[config.mk]
export PLATFORM = sky130hd
export DESIGN_NAME = esc_queue
export DESIGN_NICKNAME = d
export VERILOG_FILES = /design/src/sv/esc_pkg.sv /design/src/sv/esc_queue.sv
export SDC_FILE = /design/constraint.sdc
export NUM_CORES = 1
export LEC_CHECK = 0
export BUFFER_PORTS_ARGS = -buffer_cell sky130_fd_sc_hd__buf_2
export CORE_ASPECT_RATIO = 1.5
export CORE_UTILIZATION = 45
export DETAILED_ROUTE_END_ITERATION = 7
export PLACE_DENSITY = 0.76
export SLEW_MARGIN = 20
export SYNTH_ARGS = -nofsm -noshare
export SYNTH_HDL_FRONTEND = slang
export SYNTH_SLANG_ARGS = --single-unit
[constraint.sdc]
create_clock -name clk -period 9.9 [get_ports clk]
set_input_delay 0 -clock clk [delete_from_list [all_inputs] [get_ports clk]]
set_output_delay 0 -clock clk [all_outputs]
set_load 0.02 [all_outputs]
[src/sv/esc_pkg.sv]
`default_nettype none
package esc_pkg;

	localparam int unsigned QUEUE_DEPTH = 2;

	localparam logic [2:0] CFG_TEMP       = 3'd0;
	localparam logic [2:0] CFG_PRESS_LOW  = 3'd1;
	localparam logic [2:0] CFG_PRESS_HIGH = 3'd2;
	localparam logic [2:0] CFG_PRESS_LAST = 3'd3;
	localparam logic [2:0] CFG_HUM        = 3'd4;
	localparam logic [2:0] CFG_KIND       = 3'd5;

	localparam logic [19:0] RAW_T_UNMEASURED = 20'h80000;
	localparam logic [15:0] RAW_H_SKIPPED    = 16'h8000;
	localparam logic [16:0] HUM_NOMINAL      = 17'd51200;
	localparam logic [16:0] HUM_MAX_Q10      = 17'd102400;
	localparam logic [24:0] PRESS_MAX_Q8     = 25'd32000000;
	localparam logic [14:0] TEMP_MIN_C       = 15'h7060; // -4000
	localparam logic [14:0] TEMP_MAX_C       = 15'd8500;
	localparam logic signed [63:0] TEMP_MIN_W = -64'sd4000;
	localparam logic signed [63:0] TEMP_MAX_W = 64'sd8500;
	localparam logic signed [63:0] PRESS_MAX_W = 64'sd32000000;
	localparam logic signed [63:0] HUM_CLAMP_W = 64'sd419430400;
	localparam logic [63:0] TF_HUM_ORIGIN   = 64'd76800;
	localparam logic [63:0] TF_PRESS_ORIGIN = 64'd128000;

	typedef struct packed {
		logic [47:0] temp;
		logic [63:0] press_low;
		logic [63:0] press_high;
		logic [15:0] press_last;
		logic [63:0] hum;
		logic        kind;
	} cfg_t;

	typedef struct packed {
		logic [19:0] raw_pressure;
		logic [19:0] raw_temperature;
		logic [15:0] raw_humidity;
		logic        invalid;
		logic        nominal;
	} item_t;

	typedef enum logic [2:0] {
		B_IDLE,
		B_MUL,
		B_DIV,
		B_DONE
	} bst_t;

	typedef enum logic [4:0] {
		S_TA, S_TB, S_TF, S_TC,
		S_SQ, S_V2A, S_V2B, S_UA, S_UB, S_DEN, S_NUM,
		S_WA, S_WB, S_V2C, S_PR,
		S_HA, S_HB, S_HC, S_HD, S_HE, S_HX, S_HY, S_HZ, S_HW
	} step_t;

	function automatic logic [63:0] sx16(input logic [15:0] v);
		return {{48{v[15]}}, v};
	endfunction

	function automatic logic [63:0] sx12(input logic [11:0] v);
		return {{52{v[11]}}, v};
	endfunction

	function automatic logic [63:0] sx8(input logic [7:0] v);
		return {{56{v[7]}}, v};
	endfunction

	function automatic logic [63:0] asr64(input logic [63:0] v, input int unsigned n);
		logic signed [63:0] s;
		s = v;
		return s >>> n;
	endfunction

endpackage
`default_nettype wire

[src/sv/esc_queue.sv]
`default_nettype none
module esc_queue #(
	parameter int unsigned Depth = esc_pkg::QUEUE_DEPTH
) (
	input  wire logic          clk,
	input  wire logic          arst_n,
	input  wire logic          wr_en,
	input  wire esc_pkg::item_t wr_data,
	output logic               full,
	input  wire logic          rd_en,
	output logic               rd_valid,
	output esc_pkg::item_t     rd_data
);

	localparam int unsigned PtrW = $clog2(Depth);
	localparam int unsigned CntW = $clog2(Depth + 1);

	esc_pkg::item_t mem_q [Depth];
	logic [PtrW-1:0] wr_ptr_q, rd_ptr_q;
	logic [CntW-1:0] cnt_q;
	logic do_wr, do_rd;

	assign full = (cnt_q == CntW'(Depth));
	assign rd_valid = (cnt_q != '0);
	assign rd_data = mem_q[rd_ptr_q];
	assign do_wr = wr_en && !full;
	assign do_rd = rd_en && rd_valid;

	always_ff @(posedge clk) begin
		if (do_wr) begin
			mem_q[wr_ptr_q] <= wr_data;
		end
	end

	always_ff @(posedge clk or negedge arst_n) begin
		if (!arst_n) begin
			wr_ptr_q <= '0;
			rd_ptr_q <= '0;
			cnt_q <= '0;
		end else begin
			if (do_wr) begin
				wr_ptr_q <= (wr_ptr_q == PtrW'(Depth - 1)) ? '0 : PtrW'(wr_ptr_q + 1'b1);
			end
			if (do_rd) begin
				rd_ptr_q <= (rd_ptr_q == PtrW'(Depth - 1)) ? '0 : PtrW'(rd_ptr_q + 1'b1);
			end
			if (do_wr && !do_rd) begin
				cnt_q <= CntW'(cnt_q + 1'b1);
			end else if (do_rd && !do_wr) begin
				cnt_q <= CntW'(cnt_q - 1'b1);
			end
		end
	end

endmodule
`default_nettype wire

* Yosys cells after proc, flatten, opt, wreduce, memory -nomap -nowiden
Memory sizes are Yosys's and may differ from the RTL's.
Cells that the tools add are included.
** Cells by class
- Add/subtract/negate cells :: 4
- Order comparisons :: 0
- Div/mod/pow operators :: 0
- $mul :: 0
- Reductions and logical operators :: 9
- Equal/unequal tests :: 1
- Multiplexer cells :: 6
- Shift-type cells :: 0
- Bitwise gates (word level) :: 0
** Operator list (number)
- $logic_and 1x1->1 :: 4
- $mux 1 :: 4
- $mux 2 :: 2
- $reduce_bool 2->1 :: 2
- $logic_not 1->1 :: 3
- $add 1x1->1 const B :: 2
- $add 2x1->2 const B :: 1
- $eq 2x2->1 const B :: 1
- $sub 2x1->2 const B :: 1
** Storage, ports and cells
- Memories kept :: 1
- Memory bits (writable) :: 116
- Memory bits (read-only) :: 0
- Input port bits :: 62
- Latch bits :: 0
- Bits in registers :: 4
** Memories
- mem_q :: words 2, width 58, read ports 1, clocked after Yosys merged registers in 0, write ports 1, line esc_queue.sv:18 : esc_pkg::item_t mem_q [Depth];

* Longest topological paths before layout
- Depth after elaboration :: 7
- Mapped depth :: 7
- Depth with buffers taken out :: 7

* Least setup slack after synthesis
No wires, ideal clock.
- Path kind :: register -> register
- From :: register cnt_q[0]
- To :: memory mem_q[0][0] in the netlist's numbering (enable)
- Setup slack :: 6.375 ns
- Stages on the path, launching flop included :: 4
- Data required time :: 9.426 ns
- Setup time :: 0.474 ns
- Arrival :: 3.052 ns
- Clock period less this slack :: 3.525 ns
- Cell sequence :: dfrtp_1 -> nand2b_1 -> nand2_1 -> nor2_1
** On the way
- Cells in the longest elaborated chain, start to end :: 5
** RTL lines
- start, declared :: line esc_queue.sv:20 : logic [CntW-1:0] cnt_q;
- start signal, assigned :: line esc_queue.sv:48 : cnt_q <= CntW'(cnt_q + 1'b1);
- start signal, assigned :: line esc_queue.sv:50 : cnt_q <= CntW'(cnt_q - 1'b1);
- $eq 2x2->1 :: line esc_queue.sv:23 : assign full = (cnt_q == CntW'(Depth));
- $logic_not 1->1 :: line esc_queue.sv:26 : assign do_wr = wr_en && !full;
- $logic_and 1x1->1 :: line esc_queue.sv:26
- $mux 1 :: line esc_queue.sv:30 : if (do_wr) begin
- $mux 1 (not written as such) :: line esc_queue.sv:31 : mem_q[wr_ptr_q] <= wr_data;
- end, declared :: line esc_queue.sv:18
Every way passes these cells.

==> flow_summary.toml <==
[synthesis]
avgSynthCellArea_um2 = 22.1
synth_area_um2 = 4430
synth_top_area_cell = "edfxtp_1"
syn_nets = 263
synth_top_cell_area_share = 0.786
yosysSeqAreaShare = 0.809
syn_inst = 200
yosys-top-cells-area = "edfxtp_1 (79%), mux2_2 (12%), mux2_4 (3.4%)"
yosysWarnings = 0
synth_seq_cells = 120
yosysUniqueCellTypes = 16

[clocking]
cts_made_buffers = 17
htreeDepth = 4
cts-hold-fix-buffers = 62
cts_resized = 0
clkSlewWorstSetupHoldPaths_ns = 0.05
cts_tree = "built"
clk_latency_ns = 0.40
post_cts_buffers = 0
clock_tree.buffer_depth = 2
cts_sinks = 120
cts_root_buf = "clkbuf_16"

[place]
port_buffers = 121
place_inst = 432
hpwl_um = 4560
dp_slack_ns = 8.04
place.gp.congestion = 0.647

[global_routing]
grt_remaining_overflow = 0
grt_max_degree = 59
grt_usage = 0.163
grt_pass1_vias = 2582
antenna_found_initial = 0
grt_pass1_wl_um = 12200

[setup_path]
required_ns = 9.90
cp_cell_sequence = "buf_4 -> mux2_2 -> buf_2"
worstSetupStartpointType = "register"
cp_num_buf_inv = 2
cp-end-kind = "output port"
cp_max_fo = 39
crit_type = "reg -> out"
cpMaxStageDelayCell = "dfrtp_2"
max_stage_delay_ns = 0.67
cp.arrival_ns = 2.24
cp_top_family = "buffers and inverters"

[timing]
min_period_over_period = 0.226
slew_headroom = 0.478
tightest_slew_ns = 0.784
grt_setup_unrepaired = "no"
hold_viol = 0
fin_ws_ns = 7.66
tns_ns = 0
worst_hold_slack_ns = 0.325
min_period_ns = 2.24
skew_ns = 0.00571
setup_viol = 0
fmaxAchievable_mhz = 446
finalMaxSlewViolations = 0

[drt]
post-route-drc-count = 0
wl_um = 7990
vias = 2443
wl_per_cell_um = 15.2
drtIter0Drc = 70
first_pass_iters = 4
antenna_violating_nets_post_route = 0
viasPerCell = 4.64

[floorplanning]
dieArea_um2 = 10300
die_h_um = 124
core_um2 = 9630
ios = 122
initial_core_util = 0.460
die_x_um = 83.0
std_cell_rows = 44

[job]
max_cap_violations = 0

[power]
pwr-share-seq = 0.383
p_comb_frac = 0.292
swShare = 0.291
clockPowerShare = 0.325
net-switching-power_mw = 0.567
ir_drop_uv = 224
p_leak_nw = 2.50
power.internal_mw = 1.38
power_density_nw_per_um2 = 305

[final_layout]
antenna_cells = 0
nets = 461
layoutNonFillerInstCount = 526
synthToLayoutAreaGrowth_pct = 44.3
postLayoutCoreUtil = 0.663
drive_above_1_share = 0.513

[worst_hold_path]
min_path_type = "in -> reg"

[run_status]
outcome = "complete, no violations"
[flip-flops by register name, indices dropped and copies added (netlist names)]
name,count
cnt_q,2
mem_q,116
rd_ptr_q,1
wr_ptr_q,1
[Yosys cell counts]
| master | instances |
|---|---|
| xnor2_1 | 3 |
| or2_2 | 1 |
| edfxtp_1 | 116 |
| nand2b_1 | 1 |
| mux2_4 | 10 |
| nand2_1 | 2 |
| buf_2 | 4 |
| buf_8 | 1 |
| mux2_2 | 48 |
| buf_6 | 2 |
| inv_1 | 2 |
| nor2_1 | 2 |
| xor2_1 | 2 |
| dfrtp_1 | 4 |
| ha_1 | 1 |
| and3_1 | 1 |
[power groups by stage]
stage / registers [mW] / clock network, mW / logic (mW)
global placement: 0.747 / 0 / 0.552
detailed placement: 0.755 / 0 / 0.555
CTS: 0.746 / 0.644 / 0.576
floorplan: 0.733 / 0 / 0.423
global route: 0.756 / 0.662 / 0.611
finish: 0.746 / 0.632 / 0.569
[cells in the final DEF, fill, tap and decap left out, drive strengths merged]
cell,instances
buf,124
edfxtp,116
dlygate4sd3,62
mux2,58
clkbuf,20
clkinv,7
bufinv,5
dfrtp,4
xnor2,3
inv,2
nand2,2
xor2,2
nor2,2
or2,1
nand2b,1
and3,1
ha,1
[cell families after synthesis]
group         count (synthesis)  share of synthesized area
flops                       120                      0.809
buf+inv                       9                     0.0147
simple gates                  7                    0.00763
xor+xnor                      5                    0.00989
fa+ha+maj                     1                    0.00282
mux                          58                      0.156
[cell type report]
cell class | instances | area [µm²]
flip-flops and latches | 120 | 3580
fillers | 656 | 3240
repair buffers | 186 | 1250
multi-input cells | 71 | 790
clock buffers | 20 | 437
clock inverters | 12 | 180
well taps | 115 | 144
inverters | 2 | 7.51
[per-stage QoR]
| stage | cell area (µm²) | power [mW] |
|---|---|---|
| finish | 6390 | 1.95 |
| global route | 6390 | 2.03 |
| CTS | 6390 | 1.97 |
| detailed placement | 5150 | 1.31 |
| global placement | 5150 | 1.30 |
| floorplan | 4430 | 1.16 |
[worst register-to-register path: stages (launching register included)]
cell and delay [ns]:
dfrtp_1 0.42, nand2b_1 0.19, nand2_1 0.15, nor2_4 0.10, buf_4 0.58
[per-layer routing]
metal	global-route usage	vias to the layer above	wire, µm
li1	-	1187	-
met1	0.172	1166	3160
met2	0.292	78	4330
met3	0.0554	12	391
met4	0.0776	0	113
met5	0	-	0
[worst paths after layout]
path | end | start | cells past startpoint | slack (ns)
max | rd_data[16] | rd_ptr_q | 3 | 7.66
min | mem_q[0][13] | wr_data[13] | 2 | 0.32
max reg2reg | mem_q[0][49] | cnt_q[0] | 4 | 8.03
min reg2reg | wr_ptr_q | wr_ptr_q | 1 | 0.54
max in group asynchronous | rd_ptr_q | arst_n | 3 | 9.15
min in group asynchronous | cnt_q[1] | arst_n | 3 | 0.55
Power figures use the tool's default switching activity.
