**src/sv/esc_pkg.sv**
```systemverilog
`default_nettype none
package esc_pkg;

	localparam int unsigned QUEUE_DEPTH = 2;

	localparam logic [2:0] CFG_TEMP       = 3'd0;
	localparam logic [2:0] CFG_PRESS_LOW  = 3'd1;
	localparam logic [2:0] CFG_PRESS_HIGH = 3'd2;
	localparam logic [2:0] CFG_PRESS_LAST = 3'd3;
	localparam logic [2:0] CFG_HUM        = 3'd4;
	localparam logic [2:0] CFG_KIND       = 3'd5;

	localparam logic [19:0] RAW_T_UNMEASURED = 20'h80000;
	localparam logic [15:0] RAW_H_SKIPPED    = 16'h8000;
	localparam logic [16:0] HUM_NOMINAL      = 17'd51200;
	localparam logic [16:0] HUM_MAX_Q10      = 17'd102400;
	localparam logic [24:0] PRESS_MAX_Q8     = 25'd32000000;
	localparam logic [14:0] TEMP_MIN_C       = 15'h7060; // -4000
	localparam logic [14:0] TEMP_MAX_C       = 15'd8500;
	localparam logic signed [63:0] TEMP_MIN_W = -64'sd4000;
	localparam logic signed [63:0] TEMP_MAX_W = 64'sd8500;
	localparam logic signed [63:0] PRESS_MAX_W = 64'sd32000000;
	localparam logic signed [63:0] HUM_CLAMP_W = 64'sd419430400;
	localparam logic [63:0] TF_HUM_ORIGIN   = 64'd76800;
	localparam logic [63:0] TF_PRESS_ORIGIN = 64'd128000;

	typedef struct packed {
		logic [47:0] temp;
		logic [63:0] press_low;
		logic [63:0] press_high;
		logic [15:0] press_last;
		logic [63:0] hum;
		logic        kind;
	} cfg_t;

	typedef struct packed {
		logic [19:0] raw_pressure;
		logic [19:0] raw_temperature;
		logic [15:0] raw_humidity;
		logic        invalid;
		logic        nominal;
	} item_t;

	typedef enum logic [2:0] {
		B_IDLE,
		B_MUL,
		B_DIV,
		B_DONE
	} bst_t;

	typedef enum logic [4:0] {
		S_TA, S_TB, S_TF, S_TC,
		S_SQ, S_V2A, S_V2B, S_UA, S_UB, S_DEN, S_NUM,
		S_WA, S_WB, S_V2C, S_PR,
		S_HA, S_HB, S_HC, S_HD, S_HE, S_HX, S_HY, S_HZ, S_HW
	} step_t;

	function automatic logic [63:0] sx16(input logic [15:0] v);
		return {{48{v[15]}}, v};
	endfunction

	function automatic logic [63:0] sx12(input logic [11:0] v);
		return {{52{v[11]}}, v};
	endfunction

	function automatic logic [63:0] sx8(input logic [7:0] v);
		return {{56{v[7]}}, v};
	endfunction

	function automatic logic [63:0] asr64(input logic [63:0] v, input int unsigned n);
		logic signed [63:0] s;
		s = v;
		return s >>> n;
	endfunction

endpackage
`default_nettype wire

```
**src/sv/esc_front.sv**
```systemverilog
`default_nettype none
module esc_front (
	input  wire logic          s_tvalid,
	output logic               s_tready,
	input  wire logic [55:0]   s_tdata,
	input  wire logic          kind,
	input  wire logic          q_full,
	output logic               q_wr,
	output esc_pkg::item_t     q_item
);

	logic [19:0] rt;
	logic [15:0] rh;

	assign rt = s_tdata[39:20];
	assign rh = s_tdata[55:40];
	assign s_tready = !q_full;
	assign q_wr = s_tvalid && !q_full;

	always_comb begin
		q_item.raw_pressure    = s_tdata[19:0];
		q_item.raw_temperature = rt;
		q_item.raw_humidity    = rh;
		q_item.invalid = (rt == esc_pkg::RAW_T_UNMEASURED) || (rt == 20'd0);
		q_item.nominal = kind || (rh == esc_pkg::RAW_H_SKIPPED);
	end

endmodule
`default_nettype wire

```
**config.mk**
```make
export PLATFORM = sky130hd
export DESIGN_NAME = esc_front
export DESIGN_NICKNAME = d
export VERILOG_FILES = /design/src/sv/esc_pkg.sv /design/src/sv/esc_front.sv
export SDC_FILE = /design/constraint.sdc
export NUM_CORES = 1
export LEC_CHECK = 0
export BUFFER_PORTS_ARGS = -buffer_cell sky130_fd_sc_hd__buf_2
export CAP_MARGIN = 20
export CORE_ASPECT_RATIO = 1.1
export CORE_MARGIN = 2
export CORE_UTILIZATION = 24
export DETAILED_ROUTE_END_ITERATION = 10
export PLACE_DENSITY_LB_ADDON = 0.25
export SYNTH_ARGS = -nofsm -noshare
export SYNTH_HDL_FRONTEND = slang
export SYNTH_SLANG_ARGS = --single-unit
```
**constraint.sdc**
```tcl
create_clock -name vclk -period 0.8
set_clock_uncertainty 0.1 [all_clocks]
set_input_delay 0.08 -clock vclk [all_inputs]
set_output_delay 0.08 -clock vclk [all_outputs]
set_load 0.005 [all_outputs]
```
Yosys cells after proc, flatten, opt, wreduce, memory -nomap -nowiden
Cells that the tools add are included.
{"block": "totals", "ff_bits": 0, "inputBits": 59, "output_inout_bits": 60, "elab_cells": 7}
{"block": "classes", "n_eq_ne": 2, "n_reduce_logical": 5}
{"operator": "$eq A20 B20 Y1 const B", "n": 1}
{"operator": "$logic_not A20 Y1", "n": 1}
{"operator": "$eq A16 B16 Y1 const B", "n": 1}
{"operator": "$logic_or A1 B1 Y1", "n": 2}
{"operator": "$logic_and A1 B1 Y1", "n": 1}
{"operator": "$logic_not A1 Y1", "n": 1}

Logic depth before layout (Yosys ltp)
Gate-level depths: netlist of run 1.
{"block": "depth", "word_depth": 2, "ltp_mapped": 3, "depth_no_buf": 3}

Worst setup path after synthesis of run 1
No wires, ideal clock.
{"block": "synth_timing", "path_kind": "in2out", "start": "in s_tdata[30]", "end": "out q_item[1] (netlist name)", "t_arrival_ps": 620, "required_ps": 620, "path_slack_ps": 0, "path_stages": 3, "path_cell_list": "nor4_1 > nand4_1 > nor4_2"}
{"element": "start, declared", "line_no": "esc_front.sv:5", "source": "input wire logic [55:0] s_tdata,"}
{"element": "end, declared", "line_no": "esc_front.sv:9", "source": "output esc_pkg::item_t q_item"}

==> metrics.cfg, run 1 <==
[pwr]
clockPowerShare=0
cellInternalPower_mw=0.202
powerDensity_nw_per_um2=471
p_seq_frac=0
irDropWorstVdd_v=0.000252
combPwrFrac=1.000
leakage_nw=0.391
power.net_switching_mw=0.142
switching_share=0.412

[critical_path]
cp_num_buf_inv=2
arrival_ns=0.84
cp_slowest_cell=nor4_4
start_kind=primary input
critPathTopFamily=simple AND/OR/NAND/NOR gates
worstPathCellList=buf_6, nor4_4, nand4_1, nor4_2, buf_2
startpoint=s_tdata[21]
cp-end-kind=primary output
required_ns=0.62
critPathKind=in -> out
worst-path-max-fanout=2
slowest_delay_ns=0.25

[layout]
design_area_um2=729
antenna_cells=0
final_util=0.361
clock_buffers=0
nets=156
syn2layout_area_growth_pct=40.8
ff_latch_area_um2=0
flops_and_latches=0
drive_gt1_frac=0.958
nFillCells=217

[logic_synthesis]
syn_area_um2=518
ys_top_cells_by_area=buf_4, nor4_1, nor4_2, a41o_1, nor4b_1
synth_cells=69
synth_largest_area_cell=buf_4
synth_fp_nets=128
yosys_warnings=0
ys_types=8
avgSynthCellArea_um2=7.51
synth_top_cell_area_share=0.812
ys_seq_area_frac=0

[sta]
layout_setup_ws_ns=-0.221
fmax_mhz=979
min_period_ns=1.02
worst_pin_slew_ns=0.214
max_slew_margin=0.856
fin_crit_sh=1.28
rsz0062_at_grt=true
hold_viol=0
finalMaxSlewViolations=0
setup_viol=2

[run]
maxCapViolCount=0

[routing]
first_pass_iters=1
wl_per_cell_um=11.8
routed_wirelength_um=1460
first_iter_violations=0
vias=514
drcViolationCount=0
viasPerCell=4.18
drtAntennaViolNets=0

[global_route]
grtUsageTotal=0.0901
grt_pass1_vias=422
grt_max_degree=3
antenna_found_initial=0
gr-total-overflow=0
grt_pass1_wl_um=1730

[outcome]
status=finished, violations left
violations=setup timing

[clock_tree]
cts_hold_buf=0

[floorplanning]
die_w_um=48.3
initial_core_util=0.256
rows=17
io-pin-count=119
die_h_um=52.7
dieArea_um2=2550
core_um2=2020

[place]
dp_hpwl_um=1290
port_buffers=77
gp_congestion=0.734
placed_cell_area_um2=563

[hold_path]
worstHoldEndpoint=q_item[41]
hold_path_class=in -> out
min_path_cells=0
min_from=s_tdata[3]

[what timing repair did]
item	in CTS	in global routing
gates resized for setup	20	6
setup buffers	0	0
pin swaps	5	4
setup endpoints to repair	2	2
[kinds of logic (layout without fill, tap and decap cells)]
logic type | count (synthesis) | after routing | synth area share
buffers and inverters | 57 | 83 | 0.819
and+or+nand+nor | 11 | 11 | 0.162
AOI/OAI and AO/OA | 1 | 1 | 0.0193
[synth_stat cells (all sizes together)]
cell type / number
buf: 56
nor4: 8
a41o: 1
inv: 1
nand4: 1
nor2b: 1
nor4b: 1
[metrics by stage]
| stage | worst slack [ns] | power, mW | std cells | hold WS, ns | setup TNS, ns |
|---|---|---|---|---|---|
| 6_report | -0.221 | 0.343 | 123 | 0.0600 | -0.351 |
| 5_1_grt | -0.290 | 0.375 | 123 | 0.0600 | -0.463 |
| 3_3_place_gp | -0.336 | 0.260 | 124 | 0.0600 | -0.589 |
| 4_1_cts | -0.244 | 0.326 | 123 | 0.0600 | -0.401 |
| 3_5_place_dp | -0.303 | 0.262 | 124 | 0.0600 | -0.572 |
| 2_1_floorplan | 0.000371 | 0.242 | 69 | 0.0840 | 0 |
[routing by layer]
layer	part of all wire	wire, um	track usage
met5	0	0	0
met4	0	0	0
met3	0.19	273	0.00690
met2	0.50	722	0.182
met1	0.32	461	0.101
[worst max path at each step]
stage,endpoint,depth (start not counted),slack (ns)
final,q_item[1],5,-0.22
after global routing,q_item[1],5,-0.29
after CTS,q_item[1],5,-0.24
after detailed placement,q_item[1],5,-0.30
after global placement,q_item[1],5,-0.34
after floorplan,q_item[1],3,0.0004
[power groups by stage]
| stage | Combinational, mW | Clock [mW] | Sequential [mW] |
|---|---|---|---|
| after floorplan | 0.242 | 0 | 0 |
| after global placement | 0.260 | 0 | 0 |
| after detailed placement | 0.262 | 0 | 0 |
| after CTS | 0.326 | 0 | 0 |
| after global routing | 0.375 | 0 | 0 |
| final | 0.343 | 0 | 0 |
[final cells by class]
class                      instances  area [um2]  area share
inverter                           1        3.75     0.00515
multi-input combinational         12         199       0.273
tap                               28        35.0      0.0480
timing repair buffer              82         492       0.674
[cell usage in the layout (no fill, tap or decap)]
cell type | Yosys | layout
nand4_1 | 1 | 1
nor4_2 | 2 | 2
nor4_4 | 0 | 6
buf_6 | 0 | 11
inv_1 | 1 | 1
buf_4 | 56 | 5
nor2b_1 | 1 | 1
nor4b_4 | 0 | 1
a41o_1 | 1 | 1
buf_2 | 0 | 66
(Power assumes the default switching activity.)
==> run 2, diff against run 1 <==
Settings changed: BUFFER_PORTS_ARGS -buffer_cell sky130_fd_sc_hd__buf_2 to -buffer_cell sky130_fd_sc_hd__buf_4, CORE_UTILIZATION 24 to 22.
Clock period 0.8 ns to 0.9 ns, I/O delays scaled along.
==> metrics.cfg, run 2 (same netlist as run 1, synthesis figures left out) <==
[routing]
first_iter_violations=0  ; unchanged
vias=551  ; +7.2%
routed_wirelength_um=1510  ; +3.4%
viasPerCell=4.14  ; -0.86%
drcViolationCount=0  ; unchanged
drtAntennaViolNets=0  ; unchanged
first_pass_iters=1  ; unchanged
wl_per_cell_um=11.3  ; -4.3%

[clock_tree]
postCtsSetupBuffers=0  ; unchanged
cts_hold_buf=0  ; unchanged

[layout]
clock_buffers=0  ; unchanged
design_area_um2=971  ; +33%
final_common_cell=buf_4
drive_gt1_frac=0.961  ; +0.00327
nFillCells=224  ; +3.2%
final_cell_mix=buf_4, buf_6, nor4_4
antenna_cells=0  ; unchanged
flops_and_latches=0  ; unchanged
syn2layout_area_growth_pct=87.4
ff_latch_area_um2=0  ; unchanged
nets=164  ; +5.1%

[floorplanning]
die_w_um=50.3  ; +4.1%
initial_core_util=0.232  ; -0.0240
core_um2=2230  ; +10%
dieArea_um2=2760  ; +8.4%
io-pin-count=119  ; unchanged
rows=18  ; +1
die_h_um=54.9  ; +4.1%

[critical_path]
worst-path-max-fanout=2  ; unchanged
critPathKind=in -> out
start_kind=primary input
required_ns=0.71  ; +0.09 ns
cp-end-kind=primary output
arrival_ns=0.88  ; +0.04 ns

[global_route]
grt_max_degree=3  ; unchanged
grt_pass1_wl_um=2010  ; +17%
grtUsageTotal=0.0912  ; +0.00111
gr-total-overflow=0  ; unchanged
antenna_found_initial=0  ; unchanged
grt_pass1_vias=462  ; +9.5%

[pwr]
leakage_nw=0.492  ; +26%
powerDensity_nw_per_um2=432  ; -8.3%
irDropWorstVdd_v=0.000217  ; -14%

[run]
maxCapViolCount=0  ; unchanged

[outcome]
violations=setup timing
status=finished, violations left

[sta]
max_slew_margin=0.861  ; +0.00526
finalMaxSlewViolations=0  ; unchanged
fin_setup_tns_ns=-0.221  ; +0.130 ns
fmax_mhz=932
worst_pin_slew_ns=0.206  ; -0.00784 ns
rsz0062_at_grt=true
fin_crit_sh=1.19
layout_setup_ws_ns=-0.173  ; +0.0487 ns
min_period_ns=1.07
hold_viol=0  ; unchanged
setup_viol=2  ; unchanged

[place]
post-place-ws_ns=-0.298  ; +0.00489 ns
gp_congestion=0.571  ; -22%
placed_cell_area_um2=811  ; +44%
port_buffers=77  ; unchanged
dp_hpwl_um=1270  ; -1.5%

[hold_path]
hold_path_class=in -> out

==> run 2: final timing paths <==
kind	start	slack (ns)	end	cells after the start
max	s_tdata[27]	-0.17	q_item[1]	5
min	s_tdata[11]	0.08	q_item[49]	0
==> run 2: what timing repair did <==
item | CTS | global route
pin swaps | 6 | 3
gates resized for setup | 26 | 4
endpoints found under the setup margin | 2 | 2
==> run 2: routing by layer <==
layer | GRT usage | share of wire | vias up | routed length, um
li1 | - | - | 243 | -
met1 | 0.0825 | 0.25 | 239 | 376
met2 | 0.202 | 0.55 | 67 | 832
met3 | 0.0323 | 0.20 | 2 | 295
met4 | 0.00463 | 0.0013 | 0 | 2
met5 | 0 | 0 | - | 0
==> run 2: stage by stage <==
stage          instances  utilization  power, mW  hold slack (ns)
2_1_floorplan         69            -      0.215            0.104
3_3_place_gp         133        0.364      0.352           0.0800
3_5_place_dp         133        0.364      0.354           0.0800
4_1_cts              133        0.429      0.417           0.0800
5_1_grt              133        0.435      0.449           0.0800
6_report             133        0.435      0.419           0.0800
==> run 2: power breakdown <==
group	internal [mW]	total, mW	switching [mW]
Clock	0	0	0
Sequential	0	0	0
Combinational	0.287	0.419	0.132
==> run 2: layout make-up <==
class | instances | area (um2) | area share
multi-input cells | 12 | 190 | 0.196
repair buffers | 90 | 739 | 0.762
well taps | 30 | 37.5 | 0.0387
inverters | 1 | 3.75 | 0.00387
==> run 2: worst max-delay path, cell delays in order <==
cell and delay, ns:
buf_6 0.10, nor4_4 0.27, nand4_1 0.13, nor4_2 0.15, buf_4 0.15
